<file path="config.mk">
export PLATFORM = sky130hd
export DESIGN_NAME = ikc_sqrt
export DESIGN_NICKNAME = d
export VERILOG_FILES = /design/src/hw/rtl/ikc_sqrt.sv
export SDC_FILE = /design/constraint.sdc
export NUM_CORES = 2
export LEC_CHECK = 0
export ABC_AREA = 1
export BUFFER_PORTS_ARGS = -buffer_cell sky130_fd_sc_hd__buf_2
export CORE_MARGIN = 2
export CORE_UTILIZATION = 25
export DETAILED_ROUTE_END_ITERATION = 7
export RECOVER_POWER = 25
export SYNTH_ARGS = -nofsm -noshare
export SYNTH_HDL_FRONTEND = slang
export SYNTH_SLANG_ARGS = --single-unit
</file>
<file path="constraint.sdc">
create_clock -name clock -period 3.91 [get_ports clock]
set_input_delay 0.5865 -clock clock [delete_from_list [all_inputs] [get_ports clock]]
set_output_delay 0.5865 -clock clock [all_outputs]
set_load 0.01 [all_outputs]
</file>
<file path="src/hw/rtl/ikc_sqrt.sv">
// Pipelined integer square root rounded to nearest, one result bit per cell.
// Depends on nothing but its parameters; a rounding register follows the last cell.
`default_nettype none

module ikc_sqrt #(
   parameter int IN_WIDTH = 40
) (
   input  logic                    clock,
   input  logic [IN_WIDTH-1:0]     din,
   output logic [IN_WIDTH/2:0]     root
);

   localparam int HALF = IN_WIDTH / 2;

   logic [IN_WIDTH-1:0] v_ff   [1:HALF];
   logic [IN_WIDTH-1:0] res_ff [1:HALF];
   logic [HALF:0]       root_ff;

   for (genvar j = 0; j < HALF; j++) begin : g_cell
      localparam int K = HALF - 1 - j;
      localparam logic [IN_WIDTH:0] BITV = (IN_WIDTH+1)'(1) << (2 * K);
      logic [IN_WIDTH-1:0] v_cur, res_cur, v_in, res_in;
      logic [IN_WIDTH:0]   trial;

      if (j == 0) begin : g_first
         assign v_cur   = din;
         assign res_cur = '0;
      end else begin : g_next
         assign v_cur   = v_ff[j];
         assign res_cur = res_ff[j];
      end

      // Try one result bit; subtract when it fits
      always_comb begin
         trial = {1'b0, res_cur} + BITV;
         if ({1'b0, v_cur} >= trial) begin
            v_in   = v_cur - trial[IN_WIDTH-1:0];
            res_in = (res_cur >> 1) + BITV[IN_WIDTH-1:0];
         end else begin
            v_in   = v_cur;
            res_in = res_cur >> 1;
         end
      end

      always_ff @(posedge clock) begin
         v_ff[j+1]   <= v_in;
         res_ff[j+1] <= res_in;
      end
   end

   // Round to nearest
   always_ff @(posedge clock) begin
      root_ff <= (HALF+1)'(res_ff[HALF][HALF-1:0])
               + ((v_ff[HALF] > res_ff[HALF]) ? (HALF+1)'(1) : '0);
   end

   assign root = root_ff;

endmodule

`default_nettype wire

</file>
==> flow_metrics.env <==
export IMPL_worstSetupStartpointType="flip-flop"
export IMPL_min_from="din[39]"
export IMPL_max_cap_violations=0
export IMPL_synth_seq_cells=1031
export IMPL_vias_in_the_first_global_route=40000
export IMPL_pin_count_of_the_biggest_net_entering_global_routing=42
export IMPL_cts_hold_fix_buffers=39
export IMPL_fp_dieArea_mm2=0.190
export IMPL_cts_made_buffers=105
export IMPL_chip_height_um=436
export IMPL_report_final_setup_viol=0
export IMPL_finalInstanceArea_mm2=0.0538
export IMPL_portBuffers=61
export IMPL_vdd_drop_max_v=0.000551
export IMPL_wirelength_um=147000
export IMPL_drt_first_iter_violations=2184
export IMPL_initial_utilization=0.251
export IMPL_gr_usage_all_layers=0.151
export IMPL_max_slew_margin_rel=0.342
export IMPL_power_leakage_uw=0.0262
export IMPL_ctsLongestPathBuffers=3
export IMPL_routedWlPerCell_um=16.2
export IMPL_tightest_slew_ns=0.979
export IMPL_cts_resized_gates=0
export IMPL_syn_cell_area_mm2=0.0466
export IMPL_required_arrival_time_at_the_worst_endpoint_ns=4.54
export IMPL_numClockSinks=1031
export IMPL_syn_inst=6306
export IMPL_clk_pin_slew_worst_paths_ns=0.06
export IMPL_worstHoldPathType="in -> reg"
export IMPL_global_route_wire_length_before_repair_um=225000
export IMPL_cts_htree_levels=3
export IMPL_cpMaxStageDelayCell="dfxtp_1"
export IMPL_drt_first_pass_iters=5
export IMPL_min_to="v_ff[1][39]"
export IMPL_holdPathStages=3
export IMPL_finalClockSkew_ns=0.0497
export IMPL_timing_critical_path_cells="inv_1, ha_1, nand4_1, nor2_1, nand3_1, nor2_1, nand2_1, nand4_1, nand2_1, inv_1, ha_1, nand2_1, nor2_1, nand2_1, nor4_1, nand4_1, nor3_1, nor2_1"
export IMPL_finalHoldViolations=0
export IMPL_core_mm2=0.185
export IMPL_hpwlAfterDp_um=122000
export IMPL_worstSkewPairLatency_ns=0.75
export IMPL_reg2reg_from="res_ff[5][18]"
export IMPL_rrSetupSlack_ns=0.85
export IMPL_final_layout_size_suffix_gt1_frac=0.0577
export IMPL_number_of_design_rule_violations_left_after_detail_routing=0
export IMPL_synthesis_nets=6597
export IMPL_layout_area_seq_mm2=0.0206
export IMPL_seq_total_area_yosys=0.443
export IMPL_yosys_cell_types_count=54
export IMPL_global_route_overflow_total=0
export IMPL_crit_path_kind="reg -> reg"
export IMPL_worstSetupPathDepth=18
export IMPL_routabilityCongestion=0.962
export IMPL_ys_warn_count=0
export IMPL_r2r_worst_path_cells=18
export IMPL_multiInputGateArea_mm2=0.0222
export IMPL_rows=158
export IMPL_area_delta_synth_final_pct=15.7
export IMPL_cp_buffers_inverters=2
export IMPL_final_max_slew_viol_count=0
export IMPL_utilization=0.291
export IMPL_antenna_found_initial=0
export IMPL_clock_fmax_mhz=326
export IMPL_power_density_mw_per_mm2=776
export IMPL_cp_slowest_stage_delay_ns=0.36
export IMPL_critical_path_max_fanout=3
export IMPL_antenna_violating_nets_post_route=0
export IMPL_cts_root_buffer="clkbuf_16"
export IMPL_total_power_uw=41800
export IMPL_final_net_count=6775
export IMPL_final_period_minus_worst_setup_slack_ns=3.06
export IMPL_layout_worst_path_cycle_share=0.784
export IMPL_most_frequent_cells_in_the_layout="1846 x nand2_1, 1031 x dfxtp_1, 881 x inv_1"
export IMPL_top_level_ports=62
export IMPL_die_width_um=436
export IMPL_dpl_instance_area_mm2=0.0498
export IMPL_outcome="finished clean"
export IMPL_final_setup_tns_ns=0
export IMPL_routed_via_count=39700
export IMPL_crit_reg2reg_capture="root[19]"
export IMPL_mostFrequentLayoutCell="nand2_1"
export IMPL_postSynthAreaPerCell_um2=7.38
export IMPL_crit_arrival_ns=3.69
export IMPL_end_kind="flip-flop"
export IMPL_num_antenna_cells=0
export IMPL_fin_ws_ns=0.846
export IMPL_post_cts_setup_buffers=0
export IMPL_detail_route_vias_per_cell=4.38
export IMPL_dpl_worst_slack_ns=0.811
export IMPL_rsz0062_at_grt="no"
export IMPL_fill_cells=20100
export IMPL_clock_tree_from_tritoncts="done"
export IMPL_critical_path_top_delay_family="simple AND/OR/NAND/NOR gates"
==> registers in the layout, summed over array words and instances (netlist names) <==
register	count
v_ff	800
res_ff	210
root	21
==> metal layers <==
metal  GRT usage  up-vias  share of wire
met3      0.0182      352          0.028
met2       0.287      769           0.51
met4      0.0827        0          0.058
met5           0        -              0
met1       0.162    18200           0.40
li1            -    20300              -
==> Yosys cell counts (all sizes together) <==
cell	number	area, µm²
nand4	102	651
and2	5	31.3
nand2b	1	6.26
a31oi	4	25.0
nor4	68	425
o31ai	1	7.51
a21o	15	113
xor2	132	1160
nor3	87	450
a21oi	331	1830
nor2	695	2700
nand2	1859	7020
dfxtp	1031	20600
o21ai	228	1160
a211oi	7	57.6
o21a	10	75.1
a21boi	12	90.1
nor2b	4	25.0
ha	250	3130
o21bai	16	124
and3	3	18.8
or2	10	62.6
buf	47	373
nand3b	38	298
inv	892	3350
o211ai	4	30.0
and3b	1	8.76
nor3b	11	87.6
xnor2	102	893
nor4b	1	8.76
nand3	334	1690
clkbuf	5	20.0
==> tightest hold or removal path, cell delays in order <==
cell     delay (ns)
buf_2          0.09
nand2_1        0.05
inv_1          0.04
==> metrics by stage <==
step           std cells  hold WS [ns]
2_1_floorplan       6306         0.322
3_3_place_gp        8818         0.335
3_5_place_dp        8818         0.336
4_1_cts             9051       0.00189
5_1_grt             9051        0.0339
6_report            9051        0.0486
==> report_power, final <==
group          internal (µW)  switching (µW)  total (µW)
registers              13300            2320       15600
logic                   5280           10300       15600
clock network           6140            4460       10600
==> area by class of cell <==
| class | instances | area share |
|---|---|---|
| Clock inverter | 54 | 0.0142 |
| Sequential cell | 1031 | 0.383 |
| Timing Repair Buffer | 123 | 0.0161 |
| Inverter | 892 | 0.0622 |
| Multi-Input combinational cell | 4331 | 0.412 |
| Tap cell | 2480 | 0.0576 |
| Clock buffer | 140 | 0.0546 |
==> logic make-up after synthesis <==
| family | count (synthesis) | synth area share |
|---|---|---|
| simple gates | 3219 | 0.290 |
| xor+xnor | 234 | 0.0440 |
| compound gates | 628 | 0.0753 |
| flops | 1031 | 0.443 |
| buf+inv | 944 | 0.0804 |
| fa+ha+maj | 250 | 0.0672 |
==> worst max path at each step <==
stage / from / endpoint
global route: res_ff[5][19] / root[18]
floorplan: res_ff[5][13] / root[18]
CTS: res_ff[5][18] / root[19]
global placement: res_ff[5][18] / root[19]
finish: res_ff[5][18] / root[19]
detailed placement: res_ff[5][18] / root[19]
Power figures use the tool's default switching activity.
